<file path="src/rtl/core/frss_pkg.sv">
`default_nettype none

package frss_pkg;

    // Opcodes of an input word
    localparam logic OP_BEGIN  = 1'b0;
    localparam logic OP_COMMIT = 1'b1;

    // Configuration register indexes
    localparam int CFG_IDX_W = 2;
    localparam logic [CFG_IDX_W-1:0] CFG_HUD_PERIOD = 2'd0;
    localparam logic [CFG_IDX_W-1:0] CFG_TICKS_SEC  = 2'd1;
    localparam logic [CFG_IDX_W-1:0] CFG_LAYER_MASK = 2'd2;
    localparam int CFG_DATA_W = 32;

    // Configuration reset values
    localparam logic [31:0] HUD_PERIOD_RST = 32'd60;
    localparam logic [31:0] TICKS_SEC_RST  = 32'd60;
    localparam logic [7:0]  LAYER_MASK_RST = 8'd7;

    // All-ones tick mark: anchor or metric tick not yet set
    localparam logic [31:0] TICK_UNSET = 32'hFFFF_FFFF;
    localparam logic [31:0] GEN_RST    = 32'hFFFF_FFFF;

    // Vertical scroll sits at this value for level pitch
    localparam logic [9:0] SCROLL_CENTER = 10'd128;

    // Width of the serial divider
    localparam int DIV_W   = 32;
    localparam int DIV_CNT = $clog2(DIV_W);

    typedef struct packed {
        logic        op;
        logic        has_snapshot;
        logic        snapshot_valid;
        logic [15:0] yaw;
        logic signed [15:0] pitch;
        logic [31:0] snapshot_generation;
        logic        has_generations;
        logic [31:0] displayed_gen;
        logic [31:0] rendered_gen;
        logic [31:0] simulated_gen;
        logic [31:0] tick_now;
    } in_word_t;

    typedef struct packed {
        logic        frame_prepared;
        logic [8:0]  scroll_x;
        logic [8:0]  scroll_y;
        logic [31:0] frames_per_second;
        logic        hud_refresh;
        logic        committed;
        logic        text_rewrite;
        logic [7:0]  layers_out;
        logic [31:0] commit_total;
    } out_word_t;

    typedef struct packed {
        logic start;
    } div_ctrl_t;

    typedef struct packed {
        logic busy;
        logic done;
    } div_stat_t;

endpackage

`default_nettype wire

</file>
<file path="src/rtl/core/frss_if.sv">
`default_nettype none

interface frss_in_if;
    import frss_pkg::*;

    logic     valid;
    logic     ready;
    in_word_t payload;

    modport source (output valid, output payload, input ready);
    modport sink   (input valid, input payload, output ready);
endinterface

interface frss_out_if;
    import frss_pkg::*;

    logic      valid;
    logic      ready;
    out_word_t payload;

    modport source (output valid, output payload, input ready);
    modport sink   (input valid, input payload, output ready);
endinterface

`default_nettype wire

</file>
<file path="src/rtl/core/frss_div.sv">
`default_nettype none

// Restoring divider, one quotient bit per cycle.
module frss_div (
    input  wire logic                        clk,
    input  wire logic                        rst_n,
    input  wire frss_pkg::div_ctrl_t         ctrl,
    input  wire logic [frss_pkg::DIV_W-1:0]  dividend,
    input  wire logic [frss_pkg::DIV_W-1:0]  divisor,
    output frss_pkg::div_stat_t              stat,
    output logic [frss_pkg::DIV_W-1:0]       quotient
);
    import frss_pkg::*;

    logic [DIV_W-1:0]   quo_reg, quo_next;
    logic [DIV_W-1:0]   rem_reg, rem_next;
    logic [DIV_W-1:0]   dvs_reg, dvs_next;
    logic [DIV_CNT-1:0] cnt_reg, cnt_next;
    logic               busy_reg, busy_next;
    logic               done_reg, done_next;

    logic [DIV_W:0] rem_shift;
    logic [DIV_W:0] diff;

    assign rem_shift = {rem_reg, quo_reg[DIV_W-1]};
    assign diff      = rem_shift - {1'b0, dvs_reg};

    always_comb
    begin
        quo_next  = quo_reg;
        rem_next  = rem_reg;
        dvs_next  = dvs_reg;
        cnt_next  = cnt_reg;
        busy_next = busy_reg;
        done_next = 1'b0;
        if (ctrl.start)
        begin
            quo_next  = dividend;
            rem_next  = '0;
            dvs_next  = divisor;
            cnt_next  = '0;
            busy_next = 1'b1;
        end
        else if (busy_reg)
        begin
            // subtract when the shifted remainder covers the divisor
            if (!diff[DIV_W])
            begin
                rem_next = diff[DIV_W-1:0];
                quo_next = {quo_reg[DIV_W-2:0], 1'b1};
            end
            else
            begin
                rem_next = rem_shift[DIV_W-1:0];
                quo_next = {quo_reg[DIV_W-2:0], 1'b0};
            end
            cnt_next = cnt_reg + 1'b1;
            if (cnt_reg == DIV_CNT'(DIV_W - 1))
            begin
                busy_next = 1'b0;
                done_next = 1'b1;
            end
        end
    end

    always_ff @(posedge clk or negedge rst_n)
    begin
        if (!rst_n)
        begin
            cnt_reg  <= '0;
            busy_reg <= 1'b0;
            done_reg <= 1'b0;
        end
        else
        begin
            cnt_reg  <= cnt_next;
            busy_reg <= busy_next;
            done_reg <= done_next;
        end
    end

    always_ff @(posedge clk)
    begin
        quo_reg <= quo_next;
        rem_reg <= rem_next;
        dvs_reg <= dvs_next;
    end

    assign stat.busy = busy_reg;
    assign stat.done = done_reg;
    assign quotient  = quo_reg;

endmodule

`default_nettype wire

</file>
<file path="src/rtl/core/frame_rate_meter_and_scroll_shadow.sv">
// Sequence: an accepted input word is captured, evaluated and its result registered;
//   a rate recomputation adds the multiply, the divider start, 32 divider steps and done.
// Throughput: one word at a time; the next input is taken once the result is
//   registered, so an output stall also holds back the next input.
// Reset (rst_n, async, active low): all state to its reset values, config to
//   period 60, ticks per second 60, layer mask 7; no clearing pass is needed.
`default_nettype none

module frame_rate_meter_and_scroll_shadow (
    input  wire logic                               clk,
    input  wire logic                               rst_n,
    frss_in_if.sink                                 in_ch,
    frss_out_if.source                              out_ch,
    input  wire logic                               cfg_we,
    input  wire logic [frss_pkg::CFG_IDX_W-1:0]     cfg_index,
    input  wire logic [frss_pkg::CFG_DATA_W-1:0]    cfg_data
);
    import frss_pkg::*;

    // Sequencer: take a word, evaluate it in one pass, then, if the rate is due over
    // nonzero elapsed ticks, form frames * ticks_per_second for the serial divider.
    typedef enum logic [2:0] {
        S_IDLE,
        S_EVAL,
        S_MUL,
        S_DSTART,
        S_DIV,
        S_FIN
    } state_t;

    state_t state_reg, state_next;

    // Configuration registers
    logic [31:0] period_reg;
    logic [31:0] tps_reg;
    logic [7:0]  mask_reg;

    // Captured input word
    in_word_t in_reg, in_next;

    // Block state
    logic [8:0]  sky_x_reg, sky_x_next;
    logic [8:0]  sky_y_reg, sky_y_next;
    logic [31:0] anchor_reg, anchor_next;
    logic [31:0] fc_reg, fc_next;
    logic [31:0] fps_reg, fps_next;
    logic [31:0] last_metric_reg, last_metric_next;
    logic [31:0] seen_reg [3];
    logic [31:0] seen_next [3];
    logic        pending_reg, pending_next;
    logic        rdy_flag_reg, rdy_flag_next;
    logic [31:0] commit_cnt_reg, commit_cnt_next;

    // Divide operands and per-word result flags
    logic [31:0] prod_reg, prod_next;
    logic [31:0] elapsed_reg, elapsed_next;
    logic        prepared_reg, prepared_next;
    logic        refresh_reg, refresh_next;
    logic        committed_reg, committed_next;
    logic        text_rewrite_reg, text_rewrite_next;
    logic [7:0]  layers_reg, layers_next;

    // Output register
    logic        out_valid_reg, out_valid_next;
    out_word_t   out_reg, out_next;

    // Serial divider
    div_ctrl_t   div_ctrl;
    div_stat_t   div_stat;
    logic [31:0] div_quo;

    // Decode of the captured word
    logic        gens_ok;
    logic        accept;
    logic        restart;
    logic        due;
    logic        changed;
    logic [31:0] tick_delta;
    logic [31:0] anchor_delta;
    logic [8:0]  scroll_y_calc;

    frss_div u_div (
        .clk      (clk),
        .rst_n    (rst_n),
        .ctrl     (div_ctrl),
        .dividend (prod_reg),
        .divisor  (elapsed_reg),
        .stat     (div_stat),
        .quotient (div_quo)
    );

    // Configuration writes; indexes past the list are dropped.
    always_ff @(posedge clk or negedge rst_n)
    begin
        if (!rst_n)
        begin
            period_reg <= HUD_PERIOD_RST;
            tps_reg    <= TICKS_SEC_RST;
            mask_reg   <= LAYER_MASK_RST;
        end
        else if (cfg_we)
        begin
            if (cfg_index == CFG_HUD_PERIOD)
            begin
                period_reg <= cfg_data;
            end
            else if (cfg_index == CFG_TICKS_SEC)
            begin
                tps_reg <= cfg_data;
            end
            else if (cfg_index == CFG_LAYER_MASK)
            begin
                mask_reg <= cfg_data[7:0];
            end
        end
    end

    // A frame with generations must agree with its snapshot and be nonzero.
    assign gens_ok = (in_reg.displayed_gen != '0)
                  && (in_reg.displayed_gen == in_reg.rendered_gen)
                  && (in_reg.snapshot_generation == in_reg.displayed_gen)
                  && (in_reg.simulated_gen != '0);
    assign accept  = (in_reg.has_snapshot == in_reg.has_generations)
                  && (!in_reg.has_generations || gens_ok);

    // Anchor restarts when unset or when the tick runs backwards.
    assign restart      = (anchor_reg == TICK_UNSET) || (in_reg.tick_now < anchor_reg);
    assign tick_delta   = in_reg.tick_now - last_metric_reg;
    assign anchor_delta = in_reg.tick_now - anchor_reg;
    assign due          = (last_metric_reg == TICK_UNSET)
                       || (in_reg.tick_now < last_metric_reg)
                       || (tick_delta >= period_reg);
    assign changed      = in_reg.has_generations
                       && ((seen_reg[0] != in_reg.displayed_gen)
                        || (seen_reg[1] != in_reg.rendered_gen)
                        || (seen_reg[2] != in_reg.simulated_gen));

    // 128 plus the signed top byte of pitch always lands in 0..255,
    // so the 0..256 clamp never bites.
    assign scroll_y_calc = 9'(SCROLL_CENTER
                            + {{2{in_reg.pitch[15]}}, in_reg.pitch[15:8]});

    always_comb
    begin
        state_next        = state_reg;
        in_next           = in_reg;
        sky_x_next        = sky_x_reg;
        sky_y_next        = sky_y_reg;
        anchor_next       = anchor_reg;
        fc_next           = fc_reg;
        fps_next          = fps_reg;
        last_metric_next  = last_metric_reg;
        seen_next         = seen_reg;
        pending_next      = pending_reg;
        rdy_flag_next     = rdy_flag_reg;
        commit_cnt_next   = commit_cnt_reg;
        prod_next         = prod_reg;
        elapsed_next      = elapsed_reg;
        prepared_next     = prepared_reg;
        refresh_next      = refresh_reg;
        committed_next    = committed_reg;
        text_rewrite_next = text_rewrite_reg;
        layers_next       = layers_reg;
        out_next          = out_reg;
        out_valid_next    = out_valid_reg;
        div_ctrl.start    = 1'b0;

        // Drop the result once the sink takes it.
        if (out_valid_reg && out_ch.ready)
        begin
            out_valid_next = 1'b0;
        end

        unique case (state_reg)
            S_IDLE:
            begin
                if (in_ch.valid)
                begin
                    in_next    = in_ch.payload;
                    state_next = S_EVAL;
                end
            end

            S_EVAL:
            begin
                prepared_next     = 1'b0;
                refresh_next      = 1'b0;
                committed_next    = 1'b0;
                text_rewrite_next = 1'b0;
                layers_next       = '0;
                state_next        = S_FIN;
                if (in_reg.op == OP_BEGIN)
                begin
                    rdy_flag_next = 1'b0;
                    if (accept)
                    begin
                        if (in_reg.has_snapshot && in_reg.snapshot_valid)
                        begin
                            sky_x_next = in_reg.yaw[15:7];
                            sky_y_next = scroll_y_calc;
                        end
                        if (restart)
                        begin
                            anchor_next = in_reg.tick_now;
                            fc_next     = 32'd1;
                            fps_next    = '0;
                        end
                        else
                        begin
                            fc_next = fc_reg + 32'd1;
                        end
                        if (due || changed)
                        begin
                            if (due)
                            begin
                                // Skip the divide on a fresh anchor or zero elapsed; the rate stands.
                                if (!restart && (anchor_delta != '0))
                                begin
                                    elapsed_next = anchor_delta;
                                    state_next   = S_MUL;
                                end
                                last_metric_next = in_reg.tick_now;
                            end
                            if (in_reg.has_generations)
                            begin
                                seen_next[0] = in_reg.displayed_gen;
                                seen_next[1] = in_reg.rendered_gen;
                                seen_next[2] = in_reg.simulated_gen;
                            end
                            pending_next = 1'b1;
                            refresh_next = 1'b1;
                        end
                        rdy_flag_next = 1'b1;
                        prepared_next = 1'b1;
                    end
                end
                else if (rdy_flag_reg)
                begin
                    committed_next    = 1'b1;
                    text_rewrite_next = pending_reg;
                    layers_next       = mask_reg;
                    pending_next      = 1'b0;
                    rdy_flag_next     = 1'b0;
                    commit_cnt_next   = commit_cnt_reg + 32'd1;
                end
            end

            S_MUL:
            begin
                // Product wraps at 32 bits.
                prod_next  = fc_reg * tps_reg;
                state_next = S_DSTART;
            end

            S_DSTART:
            begin
                div_ctrl.start = 1'b1;
                state_next     = S_DIV;
            end

            S_DIV:
            begin
                if (div_stat.done)
                begin
                    fps_next    = div_quo;
                    anchor_next = in_reg.tick_now;
                    fc_next     = '0;
                    state_next  = S_FIN;
                end
            end

            S_FIN:
            begin
                // Hold here until the output register is free.
                if (!out_valid_reg || out_ch.ready)
                begin
                    out_next.frame_prepared    = prepared_reg;
                    out_next.scroll_x          = sky_x_reg;
                    out_next.scroll_y          = sky_y_reg;
                    out_next.frames_per_second = fps_reg;
                    out_next.hud_refresh       = refresh_reg;
                    out_next.committed         = committed_reg;
                    out_next.text_rewrite      = text_rewrite_reg;
                    out_next.layers_out        = layers_reg;
                    out_next.commit_total      = commit_cnt_reg;
                    out_valid_next             = 1'b1;
                    state_next                 = S_IDLE;
                end
            end

            default:
            begin
                state_next = S_IDLE;
            end
        endcase
    end

    always_ff @(posedge clk or negedge rst_n)
    begin
        if (!rst_n)
        begin
            state_reg        <= S_IDLE;
            in_reg           <= '0;
            sky_x_reg        <= '0;
            sky_y_reg        <= '0;
            anchor_reg       <= TICK_UNSET;
            fc_reg           <= '0;
            fps_reg          <= '0;
            last_metric_reg  <= TICK_UNSET;
            seen_reg[0]      <= GEN_RST;
            seen_reg[1]      <= GEN_RST;
            seen_reg[2]      <= GEN_RST;
            pending_reg      <= 1'b0;
            rdy_flag_reg     <= 1'b0;
            commit_cnt_reg   <= '0;
            prod_reg         <= '0;
            elapsed_reg      <= '0;
            prepared_reg     <= 1'b0;
            refresh_reg      <= 1'b0;
            committed_reg    <= 1'b0;
            text_rewrite_reg <= 1'b0;
            layers_reg       <= '0;
            out_reg          <= '0;
            out_valid_reg    <= 1'b0;
        end
        else
        begin
            state_reg        <= state_next;
            in_reg           <= in_next;
            sky_x_reg        <= sky_x_next;
            sky_y_reg        <= sky_y_next;
            anchor_reg       <= anchor_next;
            fc_reg           <= fc_next;
            fps_reg          <= fps_next;
            last_metric_reg  <= last_metric_next;
            seen_reg         <= seen_next;
            pending_reg      <= pending_next;
            rdy_flag_reg     <= rdy_flag_next;
            commit_cnt_reg   <= commit_cnt_next;
            prod_reg         <= prod_next;
            elapsed_reg      <= elapsed_next;
            prepared_reg     <= prepared_next;
            refresh_reg      <= refresh_next;
            committed_reg    <= committed_next;
            text_rewrite_reg <= text_rewrite_next;
            layers_reg       <= layers_next;
            out_reg          <= out_next;
            out_valid_reg    <= out_valid_next;
        end
    end

    assign in_ch.ready    = (state_reg == S_IDLE);
    assign out_ch.valid   = out_valid_reg;
    assign out_ch.payload = out_reg;

`ifndef SYNTHESIS
    // The divider finishes only while the sequencer waits for it.
    a_div_done_in_div: assert property (@(posedge clk) disable iff (!rst_n)
        div_stat.done |-> (state_reg == S_DIV))
        else $error("divider done outside divide wait");

    // A started divide is running on the next cycle, never with a zero divisor.
    a_div_start: assert property (@(posedge clk) disable iff (!rst_n)
        (state_reg == S_DSTART) |=> (div_stat.busy && (elapsed_reg != '0)))
        else $error("divide start lost or zero divisor");

    // A commit result never also reports a prepared or refreshed frame.
    a_commit_excl: assert property (@(posedge clk) disable iff (!rst_n)
        (out_valid_reg && out_reg.committed)
            |-> (!out_reg.frame_prepared && !out_reg.hud_refresh))
        else $error("commit result mixed with begin flags");
`endif

endmodule

`default_nettype wire

</file>
<file path="src/flat_wrapper.sv">
// flat-port wrapper written by rule: the top's interface ports become plain ports
module frame_rate_meter_and_scroll_shadow_flat import frss_pkg::*;
  (clk, rst_n, cfg_we, cfg_index, cfg_data, in_ch_valid, in_ch_payload, in_ch_ready, out_ch_valid, out_ch_payload, out_ch_ready);
  frss_in_if in_ch_i ();
  frss_out_if out_ch_i ();
  input  wire logic clk;
  input  wire logic rst_n;
  input  wire logic cfg_we;
  input  wire logic [frss_pkg::CFG_IDX_W-1:0] cfg_index;
  input  wire logic [frss_pkg::CFG_DATA_W-1:0] cfg_data;
  input wire logic [$bits(in_ch_i.valid)-1:0] in_ch_valid;
  input wire logic [$bits(in_ch_i.payload)-1:0] in_ch_payload;
  output wire logic [$bits(in_ch_i.ready)-1:0] in_ch_ready;
  output wire logic [$bits(out_ch_i.valid)-1:0] out_ch_valid;
  output wire logic [$bits(out_ch_i.payload)-1:0] out_ch_payload;
  input wire logic [$bits(out_ch_i.ready)-1:0] out_ch_ready;
  assign in_ch_i.valid = in_ch_valid;
  assign in_ch_i.payload = in_ch_payload;
  assign in_ch_ready = in_ch_i.ready;
  assign out_ch_valid = out_ch_i.valid;
  assign out_ch_payload = out_ch_i.payload;
  assign out_ch_i.ready = out_ch_ready;
  frame_rate_meter_and_scroll_shadow u_core (.clk(clk), .rst_n(rst_n), .in_ch(in_ch_i), .out_ch(out_ch_i), .cfg_we(cfg_we), .cfg_index(cfg_index), .cfg_data(cfg_data));
endmodule
</file>
<file path="config.mk">
export PLATFORM = sky130hd
export DESIGN_NAME = frame_rate_meter_and_scroll_shadow_flat
export DESIGN_NICKNAME = d
export VERILOG_FILES = /design/src/rtl/core/frss_pkg.sv /design/src/rtl/core/frss_if.sv /design/src/rtl/core/frss_div.sv /design/src/rtl/core/frame_rate_meter_and_scroll_shadow.sv /design/src/flat_wrapper.sv
export SDC_FILE = /design/constraint.sdc
export NUM_CORES = 2
export LEC_CHECK = 0
export BUFFER_PORTS_ARGS = -buffer_cell sky130_fd_sc_hd__buf_2
export CAP_MARGIN = 30
export CORE_MARGIN = 1.5
export CORE_UTILIZATION = 30
export CTS_CLUSTER_DIAMETER = 40
export CTS_CLUSTER_SIZE = 14
export DETAILED_ROUTE_END_ITERATION = 7
export GPL_TIMING_DRIVEN = 0
export PLACE_DENSITY = 0.47
export SETUP_SLACK_MARGIN = 0.5
export SYNTH_ARGS = -nofsm -noshare
export SYNTH_HDL_FRONTEND = slang
export SYNTH_HIERARCHICAL = 1
export SYNTH_SLANG_ARGS = --single-unit
</file>
<file path="constraint.sdc">
create_clock -name clk -period 18.5 [get_ports clk]
set_input_delay 4.625 -clock clk [delete_from_list [all_inputs] [get_ports clk]]
set_output_delay 4.625 -clock clk [all_outputs]
set_load 0.02 [all_outputs]
</file>
# Word-level counts from Yosys, hierarchy flattened
# Cells that the tools add are included.
# totals
register_bits	820
inputBits	235
output_inout_bits	96
elab_cells	183
# classes
eq_ne	23
multipliers	1
magnitude_cmp	3
muxes	55
n_reduce_logical	42
n_addsub	7
n_bitwise	3
# ops
op	n
two-way mux 32 bit	15
one-hot mux 32 bit (2 select lines)	3
!= test 32 bit	3
nonzero test 32 bit	3
adder 32 x 1 -> 32 bit (second input constant)	2
== test 32 bit	2
== test 32 bit (second input constant)	2
less-than comparator 32 bit	2
subtractor 32 bit	2
subtractor 33 x 32 -> 33 bit	1
>= comparator 32 bit	1
multiplier 32 x 32 -> 32 bit	1
two-way mux 1 bit	24
two-way mux 3 bit	8
one-hot mux 3 bit (6 select lines)	1
two-way mux 8 bit	2
AND reduction 4 bit	4
AND reduction 5 bit	3
two-way mux 5 bit	2
adder 9 x 8 -> 9 bit (first input constant)	1
AND reduction 3 bit	3
logical AND 1 bit	8
logical OR 1 bit	8
!= test 2 bit (second input constant)	4
other kinds (16)	29

# Longest topological paths before layout
# logic_depth
depth_word	10
ltp_mapped	30
ltp_nobuf	28

# Modules after synthesis
# The synthesis kept the hierarchy.
# modules_own_cells
module	n_inst	cells_per_inst	area_per_inst_um2	seq_area_each_um2
frame_rate_meter_and_scroll_shadow	1	4628	49402.4	17730.8
frss_div	1	588	5931.9	2737.6

# Worst setup path after synthesis
# No wires, ideal clock.
# synth_timing
kind	reg2reg
startpoint	reg u_core.tps_reg[3]
endpoint	reg u_core.prod_reg[30]
period_less_slack_ps	7504
path_stages_with_launch	27
arrival_time_ps	7435
path_slack_ps	10996
setup_time_ps	69
required_time_ps	18431
n_path_buf	2
path_cell_list	dfstp_2 clkbuf_1 clkbuf_1 nand2_1 fa_1 fa_1 fa_1 fa_1 inv_1 fa_1 inv_1 fa_1 fa_1 fa_1 inv_1 ha_1 a21o_1 a21o_1 a21o_1 a211oi_1 o21bai_1 a21o_1 a41o_1 a211oi_1 nor2_1 or4_1 nand3_1
# synth_between
elab_chain_len	1
# synth_lines
element	line_no	source
from (decl)	frame_rate_meter_and_scroll_shadow.sv:35	logic [31:0] tps_reg;
from (signal assigned)	frame_rate_meter_and_scroll_shadow.sv:109	tps_reg <= cfg_data;
multiplier 32 x 32 -> 32 bit	frame_rate_meter_and_scroll_shadow.sv:251	prod_next = fc_reg * tps_reg;
to (signal assigned)	frame_rate_meter_and_scroll_shadow.sv:340	prod_reg <= prod_next;
to (decl)	frame_rate_meter_and_scroll_shadow.sv:55	logic [31:0] prod_reg, prod_next;
# Every way passes these cells.
# A chain may end at the register's enable or synchronous reset.

# Worst setup path in the final report
# layout_timing
startpoint	reg u_core.fc_reg[5]
endpoint	reg u_core.prod_reg[27]
# layout_between
elab_chain_len	1
# layout_lines
element	line_no	source
from (decl)	frame_rate_meter_and_scroll_shadow.sv:45	logic [31:0] fc_reg, fc_next;
from (signal assigned)	frame_rate_meter_and_scroll_shadow.sv:333	fc_reg <= fc_next;
multiplier 32 x 32 -> 32 bit	frame_rate_meter_and_scroll_shadow.sv:251	
# Every way passes these cells.

==> results_dict.tcl <==
set metrics [dict create \
    postRouteAntennaNets 0 \
    clockRootBuffer "clkbuf_16" \
    rr_worst_depth 25 \
    whs_path_depth 0 \
    rows 157 \
    holdWs_ns 0.443 \
    path_buf_inv 7 \
    h-tree-depth 4 \
    worstHoldStart "u_core/elapsed_reg[3]" \
    grt_setup_unrepaired "false" \
    postRouteWirelength_mm 181 \
    fin_worst_skew_ns 0.0670 \
    cts_sinks 803 \
    fin_cells 8325 \
    hold_end "u_core/u_div/dvs_reg[3]" \
    cts_buffers 149 \
    period_needed_ns 8.91 \
    rr_endpoint "u_core/prod_reg[27]" \
    slowest_delay_ns 0.84 \
    ctsHoldBuffers 0 \
    largest_reg_flops 181 \
    mostFrequentLayoutCell "inv_1" \
    syn_inst 5215 \
    worstPathArrival_ns 9.53 \
    p_leak_nw 30.0 \
    rrSetupSlack_ns 9.59 \
    antenna_found_initial 12 \
    status "completed" \
    min_period_over_period_pct 48.2 \
    grt-ovfl-total 0 \
    p_int_mw 6.19 \
    hold_class "register to register" \
    die_h_um 432 \
    gp_congestion 0.915 \
    dr_total_vias 39805 \
    io_pins 331 \
    route.detailed.drc 0 \
    portBuffers 314 \
    worst-slew-pin-transition_ns 1.10 \
    cts_tree "yes" \
    post-route-util_pct 36.1 \
    viasPerCell 4.78 \
    cts-resized-gates 0 \
    post_cts_buffers 0 \
    grt_pass1_vias 41142 \
    grtUsageTotal_pct 19.5 \
    dp_hpwl_mm 145 \
    crit_family "adder cells" \
    fmax_mhz 112 \
    p_sw_mw 4.19 \
    finalSetupViolations 0 \
    clkPwrFrac_pct 27.2 \
    cpMostUsedCell "fa_1" \
    dieArea_mm2 0.187 \
    worstSetupEndpointType "register" \
    dp.cells 8036 \
    drtPass1Iterations 5 \
    core-area_mm2 0.183 \
    ys_warn_count 6 \
    fin_nets 6625 \
    layout-drive-gt1-share_pct 22.6 \
    clock_path_buffers 3 \
    r2r-start "u_core/fc_reg[5]" \
    clkLatencyLatePin_ns 0.81 \
    grt_pass1_wl_mm 271 \
    drt_iter0_drc 2552 \
    syn-num-nets 6116 \
    areaGrowthSynthToFinish_pct 19.3 \
    cp_max_fo 10 \
    critPathLaunchType "register" \
    avgSynthCellArea_um2 10.6 \
    power_density_mw_per_mm2 157 \
    slew_viol_final 0 \
    cp.required_ns 19.12 \
    finalHoldViolations 0 \
    drt-wirelength-per-cell_um 21.7 \
    p_sw_share_pct 40.4 \
    netlist_area_mm2 0.0553 \
    grt_start_max_net_pins 118 \
    cpMaxStageDelayCell "clkbuf_1" \
    relSlewSlack_pct 26.6 \
    peakVddDrop_mv 0.138 \
    worstSetupPathType "register to register" \
    path_clk_slew_ns 0.05 \
    fill_cells 18506 \
    combPwrFrac_pct 42.3 \
    initial_core_util_pct 30.2 \
    final_cell_mix "589 x inv_1, 536 x dfrtp_1, 529 x nand2_1" \
    seqPwrFrac_pct 30.4 \
    drv_cap 0 \
    dieWidth_um 432 \
    setup.worst_path.start "u_core/fc_reg[5]" \
]
## power by group through the flow
| stage | Sequential (mW) | Combinational (mW) | Clock, mW |
|---|---|---|---|
| after global routing | 3.24 | 4.90 | 2.99 |
| after floorplan | 2.93 | 3.13 | 0 |
| final | 3.16 | 4.39 | 2.83 |
| after detailed placement | 3.18 | 4.40 | 0 |
| after CTS | 3.16 | 4.43 | 2.91 |
| after global placement | 3.18 | 4.32 | 0 |
## layout make-up
type / instances / area, um2 / area share [%]
Antenna cell: 11 / 27.5 / 0.0417
Buffer: 257 / 1120 / 1.69
Clock buffer: 179 / 4000 / 6.06
Clock inverter: 98 / 1310 / 1.98
Inverter: 589 / 2210 / 3.35
Multi-Input combinational cell: 3566 / 31500 / 47.8
Sequential cell: 803 / 20500 / 31.0
Tap cell: 2464 / 3080 / 4.67
Timing Repair Buffer: 358 / 2280 / 3.45
## worst max path at each step
stage                                            to  slack, ns  cells past startpoint
final                           u_core/prod_reg[27]       9.59                     25
after global routing            u_core/prod_reg[27]       9.30                     25
after CTS                       u_core/prod_reg[28]       9.41                     28
after detailed placement        u_core/prod_reg[28]       9.44                     28
after global placement    u_core/out_ch.payload[60]      -3.19                      1
after floorplan                 u_core/prod_reg[30]      11.00                     26
## per-layer routing
metal | global-route usage, % | share of wire (%) | vias up
li1 | - | - | 18374
met1 | 26.2 | 45 | 20167
met2 | 31.2 | 46 | 1000
met3 | 3.32 | 4.9 | 262
met4 | 7.40 | 3.9 | 2
met5 | 0 | 0.018 | -
## metrics by stage
step	power (mW)	setup TNS, ns	setup WS, ns	area, um2
2_1_floorplan	6.06	0	11.00	55300
3_3_place_gp	7.50	-1586.14	-3.19	60000
3_5_place_dp	7.59	0	9.44	60700
4_1_cts	10.5	0	9.41	66000
5_1_grt	11.1	0	9.30	66000
6_report	10.4	0	9.59	66000
No activity file was read; power rests on OpenSTA's default activity.
